<file path="src/hw/rtl/cba_pkg.sv">
// Shared types and constants of the contiguous block allocator.
// Beat structs for the request and response channels, codes and defaults.
// No dependencies.
`default_nettype none

package cba_pkg;

  localparam int DEF_MAX_REGIONS = 64;
  localparam int DEF_ADDR_BITS   = 16;

  localparam int CFG_INDEX_W = 2;
  localparam int CFG_DATA_W  = 16;

  localparam logic [CFG_INDEX_W-1:0] CFG_MEMORY_SIZE = 2'd0;
  localparam logic [CFG_INDEX_W-1:0] CFG_FIT_POLICY  = 2'd1;

  localparam logic [15:0] MEMORY_SIZE_RESET = 16'd1024;
  localparam logic        FIT_POLICY_RESET  = 1'b0;

  localparam logic [1:0] REQ_ALLOC   = 2'd0;
  localparam logic [1:0] REQ_FREE    = 2'd1;
  localparam logic [1:0] REQ_COMPACT = 2'd2;

  localparam logic [2:0] ST_OK       = 3'd0;
  localparam logic [2:0] ST_BAD_SIZE = 3'd1;
  localparam logic [2:0] ST_FULL     = 3'd2;
  localparam logic [2:0] ST_NO_FIT   = 3'd3;
  localparam logic [2:0] ST_EMPTY    = 3'd4;
  localparam logic [2:0] ST_BAD_IDX  = 3'd5;

  typedef struct packed {
    logic [1:0]  req_type;
    logic [15:0] request_size;
    logic [5:0]  entry_select;
  } req_t;

  typedef struct packed {
    logic [2:0]  status;
    logic [15:0] region_start;
    logic [5:0]  region_slot;
    logic [6:0]  region_total;
  } rsp_t;

endpackage

`default_nettype wire

</file>
<file path="src/hw/rtl/contiguous_block_allocator_core.sv">
// Contiguous block allocator: address-ordered region table in one RAM.
// Depends on cba_pkg for beat types, request codes and status codes.
//
//   channel | dir | handshake            | beat
//   req     | in  | req_valid/req_stall  | cba_pkg::req_t
//   rsp     | out | rsp_valid/rsp_stall  | cba_pkg::rsp_t
//   cfg     | in  | cfg_valid/cfg_ready  | cfg_index, cfg_data
//
// One request at a time. Allocate scans for a gap, shifts later entries up
// and inserts; free shifts later entries down; compact packs regions from 0;
// the region RAM (one read and one write per cycle) paces these steps.
// Reset clears the region count, not the RAM; entries at or above the count do not affect results.
// The response register holds a beat under rsp_stall; a finished request
// waits in its last state until that register is free.
`default_nettype none

module contiguous_block_allocator_core #(
  parameter int MAX_REGIONS = cba_pkg::DEF_MAX_REGIONS,
  parameter int ADDR_BITS   = cba_pkg::DEF_ADDR_BITS
) (
  input  wire                                clk,
  input  wire                                rst,
  input  wire                                req_valid,
  output logic                               req_stall,
  input  wire cba_pkg::req_t                 req,
  output logic                               rsp_valid,
  input  wire                                rsp_stall,
  output cba_pkg::rsp_t                      rsp,
  input  wire                                cfg_valid,
  output logic                               cfg_ready,
  input  wire [cba_pkg::CFG_INDEX_W-1:0]     cfg_index,
  input  wire [cba_pkg::CFG_DATA_W-1:0]      cfg_data
);

  localparam int IW = $clog2(MAX_REGIONS);
  localparam int UW = $clog2(MAX_REGIONS + 1);
  localparam int AW = ADDR_BITS;
  localparam int CW = (ADDR_BITS > 16) ? ADDR_BITS : 16;

  typedef enum logic [2:0] {
    S_IDLE, S_SCAN, S_LAST, S_SHUP, S_INS, S_SHDN, S_COMP, S_DONE
  } state_t;

  state_t           state;
  logic [15:0]      memory_size;
  logic             fit_policy;
  logic [UW-1:0]    used;
  logic [UW-1:0]    k;
  logic [UW-1:0]    slot;
  logic [AW-1:0]    pos;
  logic [AW-1:0]    where;
  logic [CW-1:0]    best;
  logic             found;
  logic [15:0]      size;
  logic [2:0]       res_status;
  logic [15:0]      res_start;
  logic [5:0]       res_slot;

  logic [2*AW-1:0]  mem [MAX_REGIONS];
  logic [2*AW-1:0]  rd_data;
  logic [UW-1:0]    rd_ptr;
  logic [UW-1:0]    wr_ptr;
  logic [2*AW-1:0]  wr_data;
  logic             wr_en;

  logic [AW-1:0]    ent_start;
  logic [AW-1:0]    ent_len;
  logic [CW-1:0]    limit_c;
  logic [CW-1:0]    pos_c;
  logic [CW-1:0]    gap_c;
  logic             take;
  logic [UW-1:0]    used_m1;
  logic [UW+5:0]    sel_w;
  logic [UW+5:0]    used_w;
  logic [UW+5:0]    sel_p1_w;
  logic [AW+15:0]   size_w;
  logic [AW+15:0]   where_w;
  logic [UW+5:0]    slot_w;
  logic [UW+6:0]    used_x;
  logic             rsp_free;

  assign req_stall = (state != S_IDLE);
  assign cfg_ready = 1'b1;

  assign ent_start = rd_data[2*AW-1:AW];
  assign ent_len   = rd_data[AW-1:0];
  assign limit_c   = (state == S_LAST) ? CW'(memory_size) : CW'(ent_start);
  assign pos_c     = CW'(pos);
  assign gap_c     = (limit_c > pos_c) ? (limit_c - pos_c) : '0;
  assign take      = (CW'(size) <= gap_c) && (!found || (fit_policy && (gap_c < best)));

  assign used_m1  = used - UW'(1);
  assign sel_w    = (UW+6)'(req.entry_select);
  assign used_w   = (UW+6)'(used);
  assign sel_p1_w = sel_w + (UW+6)'(1);
  assign size_w   = (AW+16)'(size);
  assign where_w  = (AW+16)'(where);
  assign slot_w   = (UW+6)'(slot);
  assign used_x   = (UW+7)'(used);
  assign rsp_free = !rsp_valid || !rsp_stall;

  always_comb begin
    rd_ptr  = '0;
    wr_ptr  = '0;
    wr_data = rd_data;
    wr_en   = 1'b0;
    case (state)
      S_IDLE: begin
        if (req.req_type == cba_pkg::REQ_FREE) begin
          rd_ptr = sel_p1_w[UW-1:0];
        end
      end
      S_SCAN: rd_ptr = k + UW'(1);
      S_LAST: rd_ptr = used_m1;
      S_SHUP: begin
        rd_ptr = k - UW'(1);
        wr_ptr = k + UW'(1);
        wr_en  = 1'b1;
      end
      S_INS: begin
        wr_ptr  = slot;
        wr_data = {where, size_w[AW-1:0]};
        wr_en   = 1'b1;
      end
      S_SHDN: begin
        rd_ptr = k + UW'(1);
        wr_ptr = k - UW'(1);
        wr_en  = 1'b1;
      end
      S_COMP: begin
        rd_ptr  = k + UW'(1);
        wr_ptr  = k;
        wr_data = {pos, ent_len};
        wr_en   = 1'b1;
      end
      default: rd_ptr = '0;
    endcase
  end

  always_ff @(posedge clk) begin
    if (wr_en) begin
      mem[wr_ptr[IW-1:0]] <= wr_data;
    end
    rd_data <= mem[rd_ptr[IW-1:0]];
  end

  always_ff @(posedge clk) begin
    if (rst) begin
      state       <= S_IDLE;
      rsp_valid   <= 1'b0;
      used        <= '0;
      memory_size <= cba_pkg::MEMORY_SIZE_RESET;
      fit_policy  <= cba_pkg::FIT_POLICY_RESET;
    end else begin
      if (rsp_valid && !rsp_stall) begin
        rsp_valid <= 1'b0;
      end
      case (state)
        S_IDLE: begin
          if (req_valid) begin
            size       <= req.request_size;
            res_start  <= '0;
            res_slot   <= '0;
            res_status <= cba_pkg::ST_OK;
            found      <= 1'b0;
            best       <= '0;
            pos        <= '0;
            k          <= '0;
            state      <= S_DONE;
            case (req.req_type)
              cba_pkg::REQ_ALLOC: begin
                if (used == UW'(MAX_REGIONS)) begin
                  res_status <= cba_pkg::ST_FULL;
                end else if (req.request_size == 16'd0) begin
                  res_status <= cba_pkg::ST_BAD_SIZE;
                end else begin
                  state <= (used == '0) ? S_LAST : S_SCAN;
                end
              end
              cba_pkg::REQ_FREE: begin
                if (used == '0) begin
                  res_status <= cba_pkg::ST_EMPTY;
                end else if (sel_w >= used_w) begin
                  res_status <= cba_pkg::ST_BAD_IDX;
                end else if (sel_p1_w == used_w) begin
                  used <= used_m1;
                end else begin
                  k     <= sel_p1_w[UW-1:0];
                  state <= S_SHDN;
                end
              end
              cba_pkg::REQ_COMPACT: begin
                if (used == '0) begin
                  res_status <= cba_pkg::ST_EMPTY;
                end else begin
                  state <= S_COMP;
                end
              end
              default: res_status <= cba_pkg::ST_OK;
            endcase
          end
        end
        S_SCAN: begin
          if (take) begin
            found <= 1'b1;
            slot  <= k;
            where <= pos;
            best  <= gap_c;
          end
          pos <= ent_start + ent_len;
          if (k == used_m1) begin
            state <= S_LAST;
          end else begin
            k <= k + UW'(1);
          end
        end
        S_LAST: begin
          if (!found && !take) begin
            res_status <= cba_pkg::ST_NO_FIT;
            state      <= S_DONE;
          end else begin
            if (take) begin
              slot  <= used;
              where <= pos;
              state <= S_INS;
            end else if (slot == used) begin
              state <= S_INS;
            end else begin
              k     <= used_m1;
              state <= S_SHUP;
            end
          end
        end
        S_SHUP: begin
          if (k == slot) begin
            state <= S_INS;
          end else begin
            k <= k - UW'(1);
          end
        end
        S_INS: begin
          used       <= used + UW'(1);
          res_status <= cba_pkg::ST_OK;
          res_start  <= where_w[15:0];
          res_slot   <= slot_w[5:0];
          state      <= S_DONE;
        end
        S_SHDN: begin
          if (k == used_m1) begin
            used  <= used_m1;
            state <= S_DONE;
          end else begin
            k <= k + UW'(1);
          end
        end
        S_COMP: begin
          pos <= pos + ent_len;
          if (k == used_m1) begin
            state <= S_DONE;
          end else begin
            k <= k + UW'(1);
          end
        end
        S_DONE: begin
          if (rsp_free) begin
            rsp_valid        <= 1'b1;
            rsp.status       <= res_status;
            rsp.region_start <= res_start;
            rsp.region_slot  <= res_slot;
            rsp.region_total <= used_x[6:0];
            state            <= S_IDLE;
          end
        end
        default: state <= S_IDLE;
      endcase
      if (cfg_valid) begin
        if (cfg_index == cba_pkg::CFG_MEMORY_SIZE) begin
          memory_size <= cfg_data;
          used        <= '0;
        end else if (cfg_index == cba_pkg::CFG_FIT_POLICY) begin
          fit_policy <= cfg_data[0];
          used       <= '0;
        end
      end
    end
  end

  a_used_bound: assert property (@(posedge clk) disable iff (rst)
    used <= UW'(MAX_REGIONS))
    else $error("region count above table depth");

  a_insert_count: assert property (@(posedge clk) disable iff (rst)
    (state == S_INS && !cfg_valid) |=> (used == $past(used) + UW'(1)))
    else $error("insert did not add one region");

  a_write_in_range: assert property (@(posedge clk) disable iff (rst)
    wr_en |-> (wr_ptr <= used))
    else $error("table write beyond region count");

  a_ok_on_insert: assert property (@(posedge clk) disable iff (rst)
    (state == S_SHUP) |-> (slot < used))
    else $error("shift up with insert slot at or past end");

endmodule

`default_nettype wire

</file>
<file path="config.mk">
export PLATFORM = sky130hd
export DESIGN_NAME = contiguous_block_allocator_core
export DESIGN_NICKNAME = d
export VERILOG_FILES = /design/src/hw/rtl/cba_pkg.sv /design/src/hw/rtl/contiguous_block_allocator_core.sv
export SDC_FILE = /design/constraint.sdc
export NUM_CORES = 2
export LEC_CHECK = 0
export BUFFER_PORTS_ARGS = -buffer_cell sky130_fd_sc_hd__buf_2
export CAP_MARGIN = 20
export CELL_PAD_IN_SITES_DETAIL_PLACEMENT = 2
export CELL_PAD_IN_SITES_GLOBAL_PLACEMENT = 2
export CORE_AREA = 2 2 477 479
export CTS_BUF_LIST = sky130_fd_sc_hd__clkbuf_8 sky130_fd_sc_hd__clkbuf_16
export CTS_CLUSTER_SIZE = 8
export DETAILED_ROUTE_END_ITERATION = 8
export DIE_AREA = 0 0 479 481
export PLACE_DENSITY_LB_ADDON = 0.1
export SLEW_MARGIN = 20
export SYNTH_ARGS = -nofsm -noshare
export SYNTH_HDL_FRONTEND = slang
export SYNTH_SLANG_ARGS = --single-unit
</file>
<file path="constraint.sdc">
create_clock -name clk -period 7.4 [get_ports clk]
set_clock_uncertainty 0.1 [all_clocks]
set_input_delay 1.48 -clock clk [delete_from_list [all_inputs] [get_ports clk]]
set_output_delay 1.48 -clock clk [all_outputs]
set_load 0.1 [all_outputs]
</file>
==> qor.yml <==
timing:
  setup_violations: 0
  rsz0062_at_grt: "no"
  layout_worst_path_cycle_share: 0.926
  max_freq_mhz: 146
  timing_max_transition_violations_final: 0
  period_minus_slack_ns: 6.86
  hold_slack_ns: 0.320
  max_slew_margin: 0.234
  setup-tns-final_ns: 0
  max_slew.worst_pin.slew_ns: 1.15
  final_hold_viol_count: 0
critical_path:
  critical_path.endpoint_type: "register"
  critical_path_peak_fanout: 26
  reg2regPathDepth: 25
  critPathBufInv: 5
  cpLargestDelayFamily: "compound AO/OA/AOI/OAI gates"
  cp.depth: 25
  setup.worst_path.class: "register to register"
  worstPathRequired_ns: 7.88
  crit_path_max_incr_delay_ns: 0.49
  timing.rr.end: "best[11]$_SDFFCE_PN0P_"
  reg2reg_from: "state[2]$_SDFFE_PP0P_"
  r2r_setup_slack_ns: 0.54
  cp_data_arrival_time_ns: 7.33
  path_common_cell: "sky130_fd_sc_hd__buf_4"
  crit_path_top_delay_cell: "sky130_fd_sc_hd__a221o_1"
  crit_path_start_kind: "register"
worst_hold_path:
  worst_hold_path.endpoint: "rsp[26]$_DFFE_PP_"
  min_path_cells: 0
  hold_path_class: "register to register"
  timing.hold.worst.start: "res_start[13]$_SDFFCE_PN0P_"
cts:
  clock_sinks: 2244
  clk_root_buffer_cell: "sky130_fd_sc_hd__clkbuf_16"
  cts_hold_buffers: 0
  tritoncts: "done"
  cts_made_buffers: 331
  clkLatencyLatePin_ns: 0.94
  cts_buffer_depth: 4
  cts_post_setup_buffers_inserted: 0
  cts.clk_slew.worst_paths_ns: 0.05
  ctsHtreeMaxLevel: 5
  cts_resized: 0
synth:
  number_of_distinct_library_cells_after_synthesis: 86
  asyncSetResetFlopFracSynth: 0
  synth_seq_area_share: 0.728
  synth_nets: 6944
  synth_top_flop_cell: "sky130_fd_sc_hd__edfxtp_1"
  synth-edff-count: 2184
  synth_cells: 6818
  synth_area_per_cell_sq_um: 13.5
  yosys_warnings: 0
  mappedNetlistArea_sq_um: 91800
  ys_ff_latch: 2244
final_layout:
  layout-drive-gt1-share: 0.132
  nets: 7239
  fillers: 21500
  final-seq-area_sq_um: 66800
  synthToLayoutAreaGrowth_pct: 16.0
  footprint_of_the_multi_input_gates_sq_um: 23600
floorplanning:
  die-area_sq_um: 230000
  fp-row-count: 175
  chipWidth_um: 479
  core-area_sq_um: 226000
  num_io_pins: 82
  effective_utilization_at_floorplan: 0.407
  chipHeight_um: 481
drt:
  drtAntennaViolNets: 0
  vias_per_cell: 6.04
  dr_total_vias: 61900
  first_pass_iters: 6
  route.detailed.wl_per_inst_um: 33.9
  drt_drc_violations_left: 0
  dr.first_iter.drc_count: 5757
  wirelength_mm: 347
global_routing:
  initial_antenna_violation_count: 29
  grt_first_pass_wirelength_mm: 495
  grt_overflow_total: 0
  grt_pass1_vias: 66800
  grtUsageTotal: 0.299
  pin_count_of_the_biggest_net_entering_global_routing: 148
place:
  port_buffers: 80
  dpl.hpwl_mm: 211
  globalplace.congestion: 0.848
status:
  outcome: "completed"
run:
  maxCapViolCount: 0
## how the worst max path moves through the flow
stage	start	endpoint	slack, ns
3_3_place_gp	req[23]	rd_data[20]$_DFF_P_	0.52
6_report	state[2]$_SDFFE_PP0P_	best[11]$_SDFFCE_PN0P_	0.54
5_1_grt	state[2]$_SDFFE_PP0P_	best[11]$_SDFFCE_PN0P_	0.0002
3_5_place_dp	state[2]$_SDFFE_PP0P_	best[10]$_SDFFCE_PN0P_	0.56
4_1_cts	state[2]$_SDFFE_PP0P_	best[4]$_SDFFCE_PN0P_	0.54
2_1_floorplan	state[0]$_SDFFE_PP0P_	where[0]$_DFFE_PP_	0.42
## placed cells by master (no fill, tap or decap), types with 35 or more instances in the layout
cell,Yosys,final
sky130_fd_sc_hd__nand3_1,636,636
sky130_fd_sc_hd__buf_2,235,80
sky130_fd_sc_hd__and3_1,155,155
sky130_fd_sc_hd__clkbuf_16,0,337
sky130_fd_sc_hd__mux2i_1,132,132
sky130_fd_sc_hd__nor2_4,1,69
sky130_fd_sc_hd__nor2_1,154,82
sky130_fd_sc_hd__a221oi_1,36,35
sky130_fd_sc_hd__inv_1,65,150
sky130_fd_sc_hd__a31oi_1,173,173
sky130_fd_sc_hd__xnor2_1,35,35
sky130_fd_sc_hd__dfxtp_1,60,59
sky130_fd_sc_hd__mux4_2,79,79
sky130_fd_sc_hd__ha_1,77,77
sky130_fd_sc_hd__buf_4,22,266
sky130_fd_sc_hd__edfxtp_1,2184,2184
sky130_fd_sc_hd__nand2_1,1849,1831
sky130_fd_sc_hd__a32oi_1,77,77
sky130_fd_sc_hd__o21ai_0,78,61
sky130_fd_sc_hd__a21oi_1,149,148
## cells in the mapped netlist, drive strengths merged, types with 12 or more instances
library cell  count  area, sq um
a211o            12          105
a211oi           20          155
a21o             21          158
a21oi           151          763
a221oi           36          315
a22oi            26          195
a31oi           173         1080
a32o             21          210
a32oi            77          674
and2             32          200
and3            155          970
buf             301         1540
clkbuf          115          433
dfxtp            60         1200
edfxtp         2184        65600
ha               77          963
inv              65          244
mux2i           132         1320
mux4             79         1780
nand2          1849         6940
nand2b           17          106
nand3           636         3180
nand4            19          119
nor2            157          602
nor3             27          151
nor4             32          200
o21ai            81          409
o22ai            16          106
or3              15         93.8
xnor2            35          307
xor2             28          245
## state kept, by name, indices dropped and copies added (netlist names), 16 cells and up
| signal | count |
|---|---|
| where | 16 |
| pos | 16 |
| best | 16 |
| res_start | 16 |
| size | 16 |
| memory_size | 16 |
| rsp | 32 |
| mem | 2048 |
| rd_data | 32 |
## through the flow
step / utilization / setup slack [ns] / cells / area (sq um)
final: 0.471 / 0.545 / 10200 / 106000
after global routing: 0.471 / 0.000157 / 10200 / 106000
after CTS: 0.471 / 0.540 / 10200 / 106000
after detailed placement: 0.432 / 0.562 / 9788 / 97500
after global placement: 0.432 / 0.525 / 9786 / 97400
after floorplan: - / 0.415 / 6818 / 91800
## area by class of cell
class | count | share of cell area
Clock inverter | 96 | 0.00408
Sequential cell | 2244 | 0.627
Timing Repair Buffer | 378 | 0.0285
Clock buffer | 339 | 0.0795
Tap cell | 3009 | 0.0354
Antenna cell | 23 | 0.000541
Inverter | 69 | 0.00243
Multi-Input combinational cell | 4089 | 0.222
## per-layer routing
| metal | GRT usage | vias up | wire length [um] |
|---|---|---|---|
| li1 | - | 25900 | - |
| met5 | 0 | - | 97 |
| met4 | 0.128 | 18 | 14900 |
| met1 | 0.390 | 33200 | 144000 |
| met3 | 0.0449 | 638 | 19900 |
| met2 | 0.500 | 2142 | 169000 |
## kinds of logic (layout without fill, tap and decap cells)
family | count (synthesis) | in the layout | share of synthesized area
adders and majority gates | 79 | 79 | 0.0109
buffers and inverters | 485 | 882 | 0.0243
other | 1 | 24 | 0.0000409
DFF | 2244 | 2244 | 0.728
AOI/OAI and AO/OA | 735 | 735 | 0.0550
muxes | 212 | 212 | 0.0339
and+or+nand+nor | 2999 | 2999 | 0.142
xor gates and xnor gates | 63 | 63 | 0.00601
Power is left out: the tool's default activity adds up to more than one toggle a clock period on the data nets, which glitch-free logic cannot reach.
